`config.mk`:
```
export PLATFORM = sky130hd
export DESIGN_NAME = xml_element_span_scanner_unit_flat
export DESIGN_NICKNAME = d
export VERILOG_FILES = /design/src/rtl/core/xess_pkg.sv /design/src/rtl/core/xess_if.sv /design/src/rtl/core/xess_close_match.sv /design/src/rtl/core/xess_scan_ctrl.sv /design/src/rtl/core/xml_element_span_scanner_unit.sv /design/src/flat_wrapper.sv
export SDC_FILE = /design/constraint.sdc
export NUM_CORES = 1
export LEC_CHECK = 0
export BUFFER_PORTS_ARGS = -buffer_cell sky130_fd_sc_hd__buf_2
export CORE_UTILIZATION = 55
export DETAILED_ROUTE_END_ITERATION = 8
export PLACE_DENSITY = 0.82
export SLEW_MARGIN = 40
export SYNTH_ARGS = -nofsm -noshare
export SYNTH_HDL_FRONTEND = slang
export SYNTH_HIERARCHICAL = 1
export SYNTH_SLANG_ARGS = --single-unit
```
`constraint.sdc`:
```
create_clock -name clk -period 45.5 [get_ports clk]
set_input_delay 13.65 -clock clk [delete_from_list [all_inputs] [get_ports clk]]
set_output_delay 13.65 -clock clk [all_outputs]
set_load 0.005 [all_outputs]
```
`src/rtl/core/xess_pkg.sv`:
```
// shared types, codes and character constants of the xml element span scanner
`default_nettype none

package xess_pkg;

  // span kinds reported on the result channel
  localparam logic [1:0] KIND_AUTHOR = 2'd0;
  localparam logic [1:0] KIND_TITLE  = 2'd1;
  localparam logic [1:0] KIND_KEY    = 2'd2;

  // characters the scanner looks for
  localparam logic [7:0] CH_LT    = 8'h3C;
  localparam logic [7:0] CH_GT    = 8'h3E;
  localparam logic [7:0] CH_SLASH = 8'h2F;
  localparam logic [7:0] CH_QUOTE = 8'h22;
  localparam logic [7:0] CH_SPACE = 8'h20;
  localparam logic [7:0] CH_A     = 8'h61;
  localparam logic [7:0] CH_T     = 8'h74;
  localparam logic [7:0] CH_K     = 8'h6B;

  // keyword lengths and index width
  localparam int unsigned       MI_W       = 3;
  localparam logic [MI_W-1:0]   LEN_AUTHOR = 3'd6;
  localparam logic [MI_W-1:0]   LEN_TITLE  = 3'd5;
  localparam logic [MI_W-1:0]   LEN_KEY    = 3'd4;

  // scan modes, one-hot
  typedef enum logic [8:0] {
    M_IDLE    = 9'b000000001,
    M_LT      = 9'b000000010,
    M_NAME    = 9'b000000100,
    M_TAGREST = 9'b000001000,
    M_TEXT    = 9'b000010000,
    M_KEY     = 9'b000100000,
    M_KQ1     = 9'b001000000,
    M_KQ2     = 9'b010000000,
    M_KSKIP   = 9'b100000000
  } mode_t;

  // strobes from the controller to the name and history buffers
  typedef struct packed {
    logic shift;
    logic append;
  } buf_ctl_t;

  // one finished span
  typedef struct packed {
    logic        valid;
    logic [1:0]  kind;
    logic [31:0] start;
    logic [31:0] length;
    logic        ovf;
  } span_t;

  // character of "author" or "title" at an index
  function automatic logic [7:0] tag_char(input logic [1:0] kind, input logic [MI_W-1:0] idx);
    logic [7:0] ch;
    ch = 8'h00;
    if (kind == KIND_AUTHOR) begin
      unique case (idx)
        3'd0: ch = 8'h61;
        3'd1: ch = 8'h75;
        3'd2: ch = 8'h74;
        3'd3: ch = 8'h68;
        3'd4: ch = 8'h6F;
        3'd5: ch = 8'h72;
        default: ch = 8'h00;
      endcase
    end else begin
      unique case (idx)
        3'd0: ch = 8'h74;
        3'd1: ch = 8'h69;
        3'd2: ch = 8'h74;
        3'd3: ch = 8'h6C;
        3'd4: ch = 8'h65;
        default: ch = 8'h00;
      endcase
    end
    return ch;
  endfunction

  // character of "key=" at an index
  function automatic logic [7:0] key_char(input logic [MI_W-1:0] idx);
    logic [7:0] ch;
    unique case (idx)
      3'd0: ch = 8'h6B;
      3'd1: ch = 8'h65;
      3'd2: ch = 8'h79;
      3'd3: ch = 8'h3D;
      default: ch = 8'h00;
    endcase
    return ch;
  endfunction

endpackage

`default_nettype wire

```
`src/rtl/core/xess_if.sv`:
```
// valid/ready channel interfaces for document bytes and finished spans
`default_nettype none

interface xess_byte_if;
  logic       valid;
  logic       ready;
  logic [7:0] data_byte;
  logic       first_of_document;

  modport source (output valid, output data_byte, output first_of_document, input ready);
  modport sink   (input valid, input data_byte, input first_of_document, output ready);
endinterface

interface xess_span_if;
  logic        valid;
  logic        ready;
  logic [1:0]  span_kind;
  logic [31:0] span_start;
  logic [31:0] span_length;
  logic        name_overflow;

  modport source (output valid, output span_kind, output span_start, output span_length,
                  output name_overflow, input ready);
  modport sink   (input valid, input span_kind, input span_start, input span_length,
                  input name_overflow, output ready);
endinterface

`default_nettype wire

```
`src/rtl/core/xess_close_match.sv`:
```
// element name buffer, byte history and close tag window compare
`default_nettype none

module xess_close_match #(
  parameter int MAX_NAME_BYTES = 26
) (
  input  logic                                  clk,
  input  xess_pkg::buf_ctl_t                    ctl,
  input  logic [7:0]                            data_byte,
  input  logic [$clog2(MAX_NAME_BYTES+1)-1:0]   name_len,
  output logic                                  window_ok
);

  localparam int NLW   = $clog2(MAX_NAME_BYTES + 1);
  localparam int HDEP  = MAX_NAME_BYTES + 2;
  localparam int HW    = $clog2(HDEP);

  // name kept newest byte first, history of earlier bytes newest first
  logic [7:0]       name_rev [MAX_NAME_BYTES];
  logic [7:0]       hist     [HDEP];
  logic             name_ok;
  logic [HDEP-1:0]  slash_hit;
  logic [HDEP-1:0]  lt_hit;
  logic [HW-1:0]    slash_idx;
  logic [HW-1:0]    lt_idx;

  // name capture
  always_ff @(posedge clk) begin
    if (ctl.append) begin
      name_rev[0] <= data_byte;
      for (int i = 1; i < MAX_NAME_BYTES; i++) begin
        name_rev[i] <= name_rev[i-1];
      end
    end
  end

  // byte history
  always_ff @(posedge clk) begin
    if (ctl.shift) begin
      hist[0] <= data_byte;
      for (int i = 1; i < HDEP; i++) begin
        hist[i] <= hist[i-1];
      end
    end
  end

  // name bytes line up with the most recent history bytes
  always_comb begin
    name_ok = 1'b1;
    for (int i = 0; i < MAX_NAME_BYTES; i++) begin
      if ((NLW'(i) < name_len) && (hist[i] != name_rev[i])) begin
        name_ok = 1'b0;
      end
    end
  end

  // slash and open bracket ahead of the name
  always_comb begin
    for (int i = 0; i < HDEP; i++) begin
      slash_hit[i] = (hist[i] == xess_pkg::CH_SLASH);
      lt_hit[i]    = (hist[i] == xess_pkg::CH_LT);
    end
  end

  assign slash_idx = HW'(name_len);
  assign lt_idx    = HW'(name_len) + HW'(1);
  assign window_ok = name_ok && slash_hit[slash_idx] && lt_hit[lt_idx];

endmodule

`default_nettype wire

```
`src/rtl/core/xess_scan_ctrl.sv`:
```
// scan mode sequencing, position and span bookkeeping
`default_nettype none

module xess_scan_ctrl #(
  parameter int MAX_NAME_BYTES = 26
) (
  input  logic                                 clk,
  input  logic                                 rst,
  input  logic                                 step,
  input  logic [7:0]                           data_byte,
  input  logic                                 first_of_document,
  input  logic                                 window_ok,
  output xess_pkg::buf_ctl_t                   buf_ctl,
  output logic [$clog2(MAX_NAME_BYTES+1)-1:0]  name_len,
  output xess_pkg::span_t                      span
);

  localparam int NLW  = $clog2(MAX_NAME_BYTES + 1);
  localparam int TCW  = $clog2(MAX_NAME_BYTES + 3);
  localparam int MIW  = xess_pkg::MI_W;

  xess_pkg::mode_t   mode, mode_next, mode_eff, idle_mode;
  logic [31:0]       pos, pos_next, pos_eff;
  logic [MIW-1:0]    mi, mi_next, mi_eff, idle_mi;
  logic [NLW-1:0]    nl, nl_next;
  logic [31:0]       span_begin, span_begin_next;
  logic [1:0]        kind, kind_next;
  logic              ovf, ovf_next;
  logic [31:0]       tlen, tlen_next;
  logic [TCW-1:0]    tcnt, tcnt_next;
  logic              append;
  logic              close_hit;
  logic [MIW-1:0]    word_len;
  logic [7:0]        c;

  assign c = data_byte;

  // start of document restarts the scan
  assign mode_eff = first_of_document ? xess_pkg::M_IDLE : mode;
  assign mi_eff   = first_of_document ? '0 : mi;
  assign pos_eff  = first_of_document ? '0 : pos;

  // outcome of this byte when scanned in idle mode
  always_comb begin
    if (c == xess_pkg::CH_LT) begin
      idle_mode = xess_pkg::M_LT;
      idle_mi   = '0;
    end else if (c == xess_pkg::CH_K) begin
      idle_mode = xess_pkg::M_KEY;
      idle_mi   = MIW'(1);
    end else begin
      idle_mode = xess_pkg::M_IDLE;
      idle_mi   = '0;
    end
  end

  assign word_len  = (kind == xess_pkg::KIND_AUTHOR) ? xess_pkg::LEN_AUTHOR : xess_pkg::LEN_TITLE;
  assign close_hit = (c == xess_pkg::CH_GT) && window_ok &&
                     (tcnt >= (TCW'(nl) + TCW'(2)));

  // next state and span result
  always_comb begin
    mode_next       = mode_eff;
    mi_next         = mi_eff;
    nl_next         = nl;
    span_begin_next = span_begin;
    kind_next       = kind;
    ovf_next        = ovf;
    pos_next        = pos_eff + 32'd1;
    tlen_next       = tlen + 32'd1;
    tcnt_next       = (tcnt == TCW'(MAX_NAME_BYTES + 2)) ? tcnt : tcnt + TCW'(1);
    append          = 1'b0;
    span.valid      = 1'b0;
    span.kind       = kind;
    span.start      = span_begin;
    span.length     = tlen;
    span.ovf        = 1'b0;

    unique case (mode_eff)
      xess_pkg::M_IDLE: begin
        mode_next = idle_mode;
        mi_next   = idle_mi;
      end
      xess_pkg::M_LT: begin
        if (mi_eff == '0) begin
          if (c == xess_pkg::CH_A || c == xess_pkg::CH_T) begin
            kind_next = (c == xess_pkg::CH_A) ? xess_pkg::KIND_AUTHOR : xess_pkg::KIND_TITLE;
            nl_next   = NLW'(1);
            ovf_next  = 1'b0;
            append    = 1'b1;
            mi_next   = MIW'(1);
          end else begin
            mode_next = idle_mode;
            mi_next   = idle_mi;
          end
        end else if (c == xess_pkg::tag_char(kind, mi_eff)) begin
          append  = 1'b1;
          nl_next = nl + NLW'(1);
          mi_next = mi_eff + MIW'(1);
          if ((mi_eff + MIW'(1)) == word_len) begin
            mode_next = xess_pkg::M_NAME;
          end
        end else begin
          mode_next = idle_mode;
          mi_next   = idle_mi;
        end
      end
      xess_pkg::M_NAME: begin
        if (c == xess_pkg::CH_SPACE) begin
          mode_next = xess_pkg::M_TAGREST;
        end else if (c == xess_pkg::CH_GT) begin
          mode_next       = xess_pkg::M_TEXT;
          span_begin_next = pos_eff + 32'd1;
          tlen_next       = '0;
          tcnt_next       = '0;
          mi_next         = '0;
        end else if (nl < NLW'(MAX_NAME_BYTES)) begin
          append  = 1'b1;
          nl_next = nl + NLW'(1);
        end else begin
          ovf_next = 1'b1;
        end
      end
      xess_pkg::M_TAGREST: begin
        if (c == xess_pkg::CH_GT) begin
          mode_next       = xess_pkg::M_TEXT;
          span_begin_next = pos_eff + 32'd1;
          tlen_next       = '0;
          tcnt_next       = '0;
          mi_next         = '0;
        end
      end
      xess_pkg::M_TEXT: begin
        if (close_hit) begin
          span.valid  = 1'b1;
          span.length = tlen - (32'(nl) + 32'd2);
          span.ovf    = ovf;
          mode_next   = xess_pkg::M_IDLE;
          mi_next     = '0;
        end
      end
      xess_pkg::M_KEY: begin
        if (c == xess_pkg::key_char(mi_eff)) begin
          mi_next = mi_eff + MIW'(1);
          if ((mi_eff + MIW'(1)) == xess_pkg::LEN_KEY) begin
            mode_next = xess_pkg::M_KQ1;
          end
        end else begin
          mode_next = idle_mode;
          mi_next   = idle_mi;
        end
      end
      xess_pkg::M_KQ1: begin
        if (c == xess_pkg::CH_QUOTE) begin
          span_begin_next = pos_eff + 32'd1;
          tlen_next       = '0;
          mode_next       = xess_pkg::M_KQ2;
        end
      end
      xess_pkg::M_KQ2: begin
        if (c == xess_pkg::CH_QUOTE) begin
          span.valid = 1'b1;
          span.kind  = xess_pkg::KIND_KEY;
          mode_next  = xess_pkg::M_KSKIP;
        end
      end
      default: begin
        mode_next = xess_pkg::M_IDLE;
        mi_next   = '0;
      end
    endcase
  end

  assign buf_ctl.shift  = step;
  assign buf_ctl.append = step && append;
  assign name_len       = nl;

  // state registers
  always_ff @(posedge clk) begin
    if (rst) begin
      mode       <= xess_pkg::M_IDLE;
      pos        <= '0;
      mi         <= '0;
      nl         <= '0;
      span_begin <= '0;
      kind       <= xess_pkg::KIND_AUTHOR;
      ovf        <= 1'b0;
      tlen       <= '0;
      tcnt       <= '0;
    end else if (step) begin
      mode       <= mode_next;
      pos        <= pos_next;
      mi         <= mi_next;
      nl         <= nl_next;
      span_begin <= span_begin_next;
      kind       <= kind_next;
      ovf        <= ovf_next;
      tlen       <= tlen_next;
      tcnt       <= tcnt_next;
    end
  end

endmodule

`default_nettype wire

```
`src/rtl/core/xml_element_span_scanner_unit.sv`:
```
// top level of the xml element span scanner: input stage, scan core, result register
//
// The block reads an XML document one byte per item on byte_in and reports
// author text, title text and key="..." value spans on span_out, each as a
// kind, a start offset and a length, plus a flag for element names longer
// than MAX_NAME_BYTES. first_of_document on a byte restarts the offset at
// zero and drops any scan in progress.
// Both channels are valid/ready; an item moves when both are high.
// Each byte is registered in the input register, then scanned, and a span that
// closes on it is registered in the result register and shown on span_out.
// Throughput is one byte per cycle while span_out is not stalled; the rate is
// set by the scan step between the input register and the result register.
// When the receiver stalls, the finished span waits in the result register
// and the byte behind it waits in the input register; byte_in.ready drops
// only when both are held.
// Reset (rst, synchronous) empties both registers, sets the scan to idle
// and the offset to zero.

`default_nettype none

module xml_element_span_scanner_unit #(
  parameter int MAX_NAME_BYTES = 26
) (
  input  logic             clk,
  input  logic             rst,
  xess_byte_if.sink        byte_in,
  xess_span_if.source      span_out
);

  localparam int NLW = $clog2(MAX_NAME_BYTES + 1);

  logic               s1_valid;
  logic [7:0]         s1_data;
  logic               s1_first;
  logic               step;
  logic               o_valid;
  xess_pkg::span_t    span;
  xess_pkg::span_t    o_span;
  xess_pkg::buf_ctl_t buf_ctl;
  logic [NLW-1:0]     name_len;
  logic               window_ok;

  // scan the held byte when the result register can take its outcome
  assign step          = s1_valid && (!o_valid || span_out.ready);
  assign byte_in.ready = !s1_valid || step;

  // input register
  always_ff @(posedge clk) begin
    if (rst) begin
      s1_valid <= 1'b0;
    end else if (byte_in.ready) begin
      s1_valid <= byte_in.valid;
    end
  end

  always_ff @(posedge clk) begin
    if (byte_in.valid && byte_in.ready) begin
      s1_data  <= byte_in.data_byte;
      s1_first <= byte_in.first_of_document;
    end
  end

  xess_scan_ctrl #(
    .MAX_NAME_BYTES(MAX_NAME_BYTES)
  ) u_ctrl (
    .clk              (clk),
    .rst              (rst),
    .step             (step),
    .data_byte        (s1_data),
    .first_of_document(s1_first),
    .window_ok        (window_ok),
    .buf_ctl          (buf_ctl),
    .name_len         (name_len),
    .span             (span)
  );

  xess_close_match #(
    .MAX_NAME_BYTES(MAX_NAME_BYTES)
  ) u_match (
    .clk      (clk),
    .ctl      (buf_ctl),
    .data_byte(s1_data),
    .name_len (name_len),
    .window_ok(window_ok)
  );

  // result register
  always_ff @(posedge clk) begin
    if (rst) begin
      o_valid <= 1'b0;
    end else if (step) begin
      o_valid <= span.valid;
    end else if (span_out.ready) begin
      o_valid <= 1'b0;
    end
  end

  always_ff @(posedge clk) begin
    if (step && span.valid) begin
      o_span <= span;
    end
  end

  assign span_out.valid         = o_valid;
  assign span_out.span_kind     = o_span.kind;
  assign span_out.span_start    = o_span.start;
  assign span_out.span_length   = o_span.length;
  assign span_out.name_overflow = o_span.ovf;

  // a held byte behind a stalled span must block new items
  a_stall_blocks_input: assert property (@(posedge clk) disable iff (rst)
    (s1_valid && o_valid && !span_out.ready) |-> !byte_in.ready)
    else $error("input accepted while both stages are held");

  // key spans never report a long name
  a_key_no_overflow: assert property (@(posedge clk) disable iff (rst)
    (span_out.valid && (span_out.span_kind == xess_pkg::KIND_KEY)) |-> !span_out.name_overflow)
    else $error("key span carries name overflow");

  // a new span appears only after a scan step
  a_span_from_step: assert property (@(posedge clk) disable iff (rst)
    $rose(o_valid) |-> $past(step))
    else $error("span shown without a scan step");

endmodule

`default_nettype wire
```
`src/flat_wrapper.sv`:
```
// flat-port wrapper written by rule: the top's interface ports become plain ports
module xml_element_span_scanner_unit_flat 
#(
  parameter int MAX_NAME_BYTES = 26
)
  (clk, rst, byte_in_valid, byte_in_data_byte, byte_in_first_of_document, byte_in_ready, span_out_valid, span_out_span_kind, span_out_span_start, span_out_span_length, span_out_name_overflow, span_out_ready);
  xess_byte_if byte_in_i ();
  xess_span_if span_out_i ();
  input  logic clk;
  input  logic rst;
  input wire logic [$bits(byte_in_i.valid)-1:0] byte_in_valid;
  input wire logic [$bits(byte_in_i.data_byte)-1:0] byte_in_data_byte;
  input wire logic [$bits(byte_in_i.first_of_document)-1:0] byte_in_first_of_document;
  output wire logic [$bits(byte_in_i.ready)-1:0] byte_in_ready;
  output wire logic [$bits(span_out_i.valid)-1:0] span_out_valid;
  output wire logic [$bits(span_out_i.span_kind)-1:0] span_out_span_kind;
  output wire logic [$bits(span_out_i.span_start)-1:0] span_out_span_start;
  output wire logic [$bits(span_out_i.span_length)-1:0] span_out_span_length;
  output wire logic [$bits(span_out_i.name_overflow)-1:0] span_out_name_overflow;
  input wire logic [$bits(span_out_i.ready)-1:0] span_out_ready;
  assign byte_in_i.valid = byte_in_valid;
  assign byte_in_i.data_byte = byte_in_data_byte;
  assign byte_in_i.first_of_document = byte_in_first_of_document;
  assign byte_in_ready = byte_in_i.ready;
  assign span_out_valid = span_out_i.valid;
  assign span_out_span_kind = span_out_i.span_kind;
  assign span_out_span_start = span_out_i.span_start;
  assign span_out_span_length = span_out_i.span_length;
  assign span_out_name_overflow = span_out_i.name_overflow;
  assign span_out_i.ready = span_out_ready;
  xml_element_span_scanner_unit #(.MAX_NAME_BYTES(MAX_NAME_BYTES)) u_core (.clk(clk), .rst(rst), .byte_in(byte_in_i), .span_out(span_out_i));
endmodule
```
* Word-level counts from Yosys, hierarchy flattened
Memory sizes are Yosys's and may differ from the RTL's.
Index checks and enable logic that the tools add are counted.
** Word-level totals
- Flip-flop bits (word level) :: 199
- Bits in writable memories :: 432
- Input bits :: 13
- Output and inout port bits :: 69
- Logic and storage cells :: 333
- Memories kept :: 2
** Memories
- u_core.u_match.hist :: words 28, bits a word 8, rd ports 28, clocked after memory_dff 0, wr ports 28, RTL line xess_close_match.sv:20 : logic [7:0] hist [HDEP];
- u_core.u_match.name_rev :: words 26, bits a word 8, rd ports 26, clocked after memory_dff 0, wr ports 26, RTL line xess_close_match.sv:19 : logic [7:0] name_rev [MAX_NAME_BYTES];
** Cells by class
- Add/sub/neg operators :: 8
- Order comparisons :: 30
- Equal/unequal tests :: 116
- Mux-type cells :: 110
- Reduce and logical (&&, ||, !) cells :: 50
** Operators by type and width (count)
- $eq 8x6->1 const B :: 60
- $mux 32 :: 7
- $ne 8x8->1 :: 26
- $pmux 32 s3 :: 2
- $mux 9 :: 12
- $pmux 9 s8 :: 1
- $mux 33 :: 2
- $add 32x1->32 const B :: 2
- $pmux 7 s4 :: 2
- $lt 5x5->1 const A :: 10
- $mux 1 :: 49
- $mux 5 :: 9
- $lt 4x5->1 const A :: 8
- $pmux 7 s5 :: 1
- $logic_and 1x1->1 :: 34
- $mux 8 :: 4
- $sub 32x6->32 :: 1
- $mux 3 :: 9
- $eq 8x7->1 const B :: 3
- $pmux 3 s7 :: 1
- $lt 3x5->1 const A :: 4
- $pmux 5 s2 :: 2
- $eq 8x8->1 :: 2
- $ne 2x2->1 const B :: 7
- other kinds (37) :: 56

* Longest topological paths before layout
Gate-level depths: netlist (run 1).
An unclocked memory read counts as a cell.
- Depth after elaboration :: 36
- Gate-level depth with buffers :: 18
- Mapped depth without buffers :: 14

* By module
The synthesis (run 1) kept the hierarchy.
** Modules (own cells, without submodules)
- xess_close_match :: times used 1, cells each 988, area each 16902.5 sq um
- xess_scan_ctrl :: times used 1, cells each 1028, area each 7865.0 sq um
- xml_element_span_scanner_unit :: times used 1, cells each 87, area each 2384.8 sq um

* Worst setup path after synthesis (run 1)
Ideal clock, no wire load.
- Path kind :: input port to flip-flop
- From :: input port span_out_ready
- To :: memory u_core.u_match.name_rev[0][0] (enable)
- Library setup time :: 1.881 ns
- Data arrival time :: 46.556 ns
- Required time :: 43.619 ns
- Slack :: -2.937 ns
- Stages :: 6
- Path buffers :: 2
- Cells stage by stage :: nand2b_1 > and2_1 > inv_1 > clkbuf_1 > clkbuf_1 > a2111oi_0
** RTL lines
- start, declared :: RTL line flat_wrapper.sv:20 : input wire logic [$bits(span_out_i.ready)-1:0] span_out_ready;
- end, declared :: RTL line xess_close_match.sv:19

* Final worst setup path (run 1)
- From :: input port span_out_ready
- To :: output port byte_in_ready
** Between the ends
- Cells in the longest elaborated chain, start to end :: 3
** RTL lines
- $logic_or 1x1->1 :: RTL line xml_element_span_scanner_unit.sv:44 : assign step = s1_valid && (!o_valid || span_out.ready);
- $logic_and 1x1->1 :: RTL line xml_element_span_scanner_unit.sv:44
- $logic_or 1x1->1 :: RTL line xml_element_span_scanner_unit.sv:45 : assign byte_in.ready = !s1_valid || step;
- end, declared :: RTL line flat_wrapper.sv:14 : output wire logic [$bits(byte_in_i.ready)-1:0] byte_in_ready;
Every way passes these cells.

==> run metrics, run 1 <==
htree depth=2; Setup Buffers After CTS=0; area share of the largest cell type after synthesis=0.562; worst slew pin tran=0.868 ns; Max Cap Viol=0; Place WS=17.82 ns; Achievable Freq=36.1 MHz; Starting DRT DRC Count=between 1500 and 2000; RSZ-0062 raised after global routing=false; synthesized area=27200 um2; CP Max Fanout=3; Max-slew headroom=0.421; remaining antenna violation count after routing=0; Final HPWL DP=37900 um; clock buffer depth=3; dpl cells=roughly 2800; crit end category=primary output; commonest non-fill, non-tap cells in the layout=edfxtp_1, xnor2_1, nor2_1, nand2_1, dfxtp_1; Leakage=between 9 and 10 nW; I/O Buffers=81; Vias=17200; nets=2224; power per cell area=about 38 nW/um2; fraction of registers with async set/reset=0; first-pass GRT wire length=88400 um; # setup viols final=0; area leader, netlist=edfxtp_1; Final Max Tran Viols=0; clock sink count=630; Worst Skew=0.0304 ns; via density per instance=5.93; Hold Vio Cnt, Final=0; Worst-path clk slew=0.06 ns; Initial Util=0.556; Final WS setup=~18 ns; Die Y-Extent=224 um; Yosys cell types=88; Pwr Total=1.14 mW; highest metal layer with signal wires=met4; syn avg cell area=12.9 um2; mean routed wirelength per cell=just under 20 um; Mapped Nets=approximately 2100; FF+latch area=approximately 18000 um2; share of layout cells above drive strength 1=0.0999; CTS Root Cell=clkbuf_16; vias in the first global route=16800; CP arrival=14.03 ns; TritonCTS clock tree=yes; DIE AREA=between 50000 and 60000 um2; DR WL met2=28800 um; Setup CP Type=in -> out; Ys Warns=6; area of the multi-input gates=8990 um2; total track usage=0.224; outcome=completed; chip width=224 um; Slowest-stage cell, CP=nand3b_4; final core utilization=0.616; DRC viols=0; non-filler cells, final=2901; R2R Setup Slk=about 40 ns; DRT Wirelength=56600 um; initial antenna violation count=1; worst-path cell chain=buf_2 > nand3b_4 > buf_2; layout filler cell count=3588; grt ovf=0; required time of the critical path=31.85 ns; commonest non-fill, non-tap cell in the layout=edfxtp_1; Critical Path Source Type=input port; most used cell, CP=buf_2; Synth Register Bits=630; Gate Count Post-Synth=2103; fin crit share=0.608; placeable core region=48800 um2; met1 WL=22200 um; DRT Pass-1 Iters=8; GPL Wtd Cong=0.934; register area share after synthesis=0.652; Clk Latency, worst-skew pair=0.63 ns; top post-synthesis cells by area=edfxtp_1, dfxtp_1, xnor2_1; io pins=82; CTS Buf Count=59; Worst VDD drop=0.0000296 V; min cycle time layout=~28 ns; Post-synth EDFFs=508; largest net degree at the start of global routing=85; HP Class=reg -> reg; WL met3=4340 um; hold_buf cts=0; placement row count=around 80; Max stage delay on crit path=0.14 ns; setup total negative slack=0 ns; top_reg_cell synth=edfxtp_1; Area Overhead vs Synth=10.9%; # resized after CTS=0
[critical path: cells and delay by family]
family	cells	cell delay, ns
and+or+nand+nor	1	0.14
buffers and inverters	2	0.23
[synth_stat cells (all sizes together) (11+ instances only)]
cell    count
a211oi     20
a21oi      66
a32oi      13
and3       22
buf        33
clkbuf     44
dfxtp     122
edfxtp    508
ha         25
inv        38
mux2i      11
nand2     151
nand2b     18
nand3      68
nand4      79
nand4b     12
nor2      196
nor2b      18
nor3       43
nor4       36
o21ai      56
or4        21
xnor2     234
xor2       75
[worst paths after layout]
kind,endpoint,start,depth (start not counted)
max,byte_in_ready,span_out_ready,3
min,u_core/span_out.span_start[2]$_DFFE_PP_,u_core/u_ctrl/span_begin[2]$_SDFFE_PP0P_,0
max reg2reg,u_core/span_out.span_length[31]$_DFFE_PP_,u_core/u_ctrl/name_len[0]$_SDFFE_PP0P_,13
min reg2reg,u_core/span_out.span_start[2]$_DFFE_PP_,u_core/u_ctrl/span_begin[2]$_SDFFE_PP0P_,0
[cell families (layout without fill, tap and decap cells)]
group                    Yosys count  count (layout)  share of synthesized area
AND/OR/NAND/NOR                  745             745                      0.148
flip-flops                       630             630                      0.652
XOR/XNOR                         309             309                     0.0997
AO/OA/AOI/OAI                    262             262                     0.0644
buffers and inverters            117             247                     0.0183
adder cells (fa/ha/maj)           26              26                     0.0123
multiplexers                      14              14                    0.00585
other                              0               4                          0
[power by group]
group          switching (mW)  internal, mW  total [mW]  leakage [nW]
Clock                   0.208         0.267       0.475         0.912
Sequential            0.00981         0.628       0.637          5.53
Combinational          0.0154       0.00869      0.0241          2.98
[flip-flops by register name (all words and copies together), names as in the netlist, 8 cells and up]
signal / count
u_core/s1_data: 8
u_core/span_out.span_length: 32
u_core/span_out.span_start: 32
u_core/u_ctrl/mode: 9
u_core/u_ctrl/pos: 32
u_core/u_ctrl/span_begin: 32
u_core/u_ctrl/tlen: 32
u_core/u_match/hist: 224
u_core/u_match/name_rev: 208
[layer usage]
layer  track usage  vias to the layer above
met1         0.281                     8460
met3        0.0421                      111
met5             0                        -
li1              -                     8010
met2         0.394                      627
met4        0.0669                        0
[per-stage QoR]
step | hold WS (ns) | cell area, um2
floorplan | 0.403 | 27200
global placement | 0.413 | 28200
detailed placement | 0.416 | 28200
CTS | 0.430 | 30100
global route | 0.432 | 30100
finish | 0.430 | 30100
[final cells by class]
class | instances | share of cell area
diodes | 4 | 0.000333
clock buffers | 73 | 0.0521
clock inverters | 36 | 0.00985
inverters | 40 | 0.00499
multi-input cells | 1356 | 0.299
flip-flops and latches | 630 | 0.588
well taps | 664 | 0.0276
repair buffers | 98 | 0.0185
Note: power is estimated with default switching activity, not from simulation.
==> run 2: changes to the inputs <==
Settings changed: PLACE_DENSITY 0.82 to 0.79.
Clock period 45.5 ns to 27 ns, I/O delays scaled along.
==> run 2 against run 1 <==
Compared with the run above:
- wire length is 1.0% lower
- cell area is 0.30% higher
- total power is 71% higher
- utilization is 0.19 points higher
- setup slack worse by 7.4 ns
- critical path type unchanged
- critical path depth stayed put
- combinational power is 68% higher
- largest cell class unchanged
- sequential share of layout area is 0.17 points lower
- die area stayed put
- sequential power is 68% higher
- sequential cell count stayed put
- largest power group unchanged
- register-to-register slack worse by 18 ns
==> run metrics, run 2 (synthesized netlist as in run 1, its figures left out) <==
power per cell area=64.3 nW/um2; CP arrival=8.48 ns; most used cell, CP=buf_2; commonest non-fill, non-tap cell in the layout=edfxtp_1; crit end category=primary output; mean routed wirelength per cell=19.3 um; Achievable Freq=60.3 MHz; Final Max Tran Viols=0; clock sink count=630; Largest register FFs=224; Critical Path Start=span_out_ready; htree depth=2; fin crit share=0.614; CTS Root Cell=clkbuf_16; Most flops, register=u_core/u_match/hist; R2R depth=14; DIE AREA=about 50000 um2; share of layout cells above drive strength 1=0.101; Area Overhead vs Synth=11.2%; vias in the first global route=~17000; hold_buf cts=0; CP Max Fanout=3; first-pass GRT wire length=approximately 88000 um; outcome=completed; min-delay src=u_core/u_ctrl/span_begin[19]$_SDFFE_PP0P_; reg2reg end=u_core/span_out.span_length[27]$_DFFE_PP_; # setup viols final=0; commonest non-fill, non-tap cells in the layout=edfxtp_1, xnor2_1, nor2_1, nand2_1, dfxtp_1; chip width=224 um; worst-path cell chain=buf_2 > nand3b_4 > buf_2; Final WS setup=10.42 ns; Clk Latency, worst-skew pair=0.62 ns; DP Area=between 20000 and 30000 um2; Max stage delay on crit path=0.15 ns; Setup CP Type=in -> out; Worst Hold Path Cells=0; Setup Buffers After CTS=0; Initial Util=0.556; Hold Vio Cnt, Final=0; via density per instance=5.94; min cycle time layout=16.58 ns; worst slew pin tran=0.846 ns; non-filler cells, final=slightly below 3000; io pins=82; Crit path max-delay family=buffers and inverters; Worst Path Buf+Inv=2; final core utilization=0.618; remaining antenna violation count after routing=0; DRT Pass-1 Iters=6; placement row count=between 80 and 90; Critical Path Source Type=input port; Pwr Total=approximately 1.9 mW; largest net degree at the start of global routing=86; Worst VDD drop=0.0000541 V; TritonCTS clock tree=yes; Worst-path clk slew=about 0.060 ns; RSZ-0062 raised after global routing=false; worst hold slack=around 0.43 ns; I/O Buffers=81; Final HPWL DP=37100 um; # resized after CTS=0; setup total negative slack=0 ns; placeable core region=around 50000 um2; Max-slew headroom=0.435; grt ovf=0; Slowest-stage cell, CP=nand3b_4; Starting DRT DRC Count=between 1500 and 2000; initial antenna violation count=0; DRT Wirelength=between 50000 and 60000 um; Vias=17200; Die Y-Extent=between 200 and 250 um; R2R Setup Slk=21.40 ns; nets=2224; dpl cells=around 2800; layout filler cell count=3640; Max Cap Viol=0; ANT cells=0; WHS Endpoint=u_core/span_out.span_start[19]$_DFFE_PP_; Place WS=10.42 ns; Worst Skew=between 0.02 and 0.025 ns; CTS Buf Count=60; DRC viols=0; HP Class=reg -> reg; clock buffer depth=3; finished layout cell area=30200 um2; total track usage=0.223; GPL Wtd Cong=0.922; Leakage=9.46 nW; required time of the critical path=18.90 ns; RR Startpoint=u_core/u_ctrl/name_len[0]$_SDFFE_PP0P_; Largest regs=u_core/u_match/hist x224, u_core/u_match/name_rev x208
-- run 2: changes by cell type in the layout (fill, tap and decap cells not counted), moves of 3 or more --
cell / change
clkinv_1: -4
clkbuf_1: +5
clkinvlp_4: -3
inv_6: -4
clkbuf_16: +3
diode_2: -4
-- run 2: worst max path at each step --
stage	to	slack (ns)	cells past startpoint
finish	byte_in_ready	10.42	3
global route	byte_in_ready	10.40	3
CTS	byte_in_ready	10.41	3
detailed placement	byte_in_ready	10.42	3
global placement	byte_in_ready	10.42	3
floorplan	u_core/u_match/name_rev[0][0]$_DFFE_PP_	4.96	6
-- run 2: area by class of cell --
type / instances / area, um2 / share of cell area
Multi-Input combinational cell: 1356 / 9010 / 0.298
Sequential cell: 630 / 17700 / 0.586
Clock buffer: 83 / 1680 / 0.0558
Inverter: 40 / 150 / 0.00497
Timing Repair Buffer: 97 / 552 / 0.0183
Tap cell: 664 / 831 / 0.0275
Clock inverter: 27 / 267 / 0.00883
-- run 2: report_power, final --
group	switching, mW	total, mW	leakage [nW]	internal [mW]
logic	0.0259	0.0405	2.97	0.0146
clock network	0.346	0.828	0.960	0.482
registers	0.0164	1.07	5.52	1.06
total	0.388	1.94	9.46	1.55
-- run 2: per-layer routing --
metal / GRT usage / routed length [um] / vias to the layer above
li1: - / - / 8024
met1: 0.280 / 21800 / 8382
met2: 0.383 / 28100 / 676
met3: 0.0454 / 4590 / 116
met4: 0.0759 / 1500 / 0
met5: 0 / 0 / -
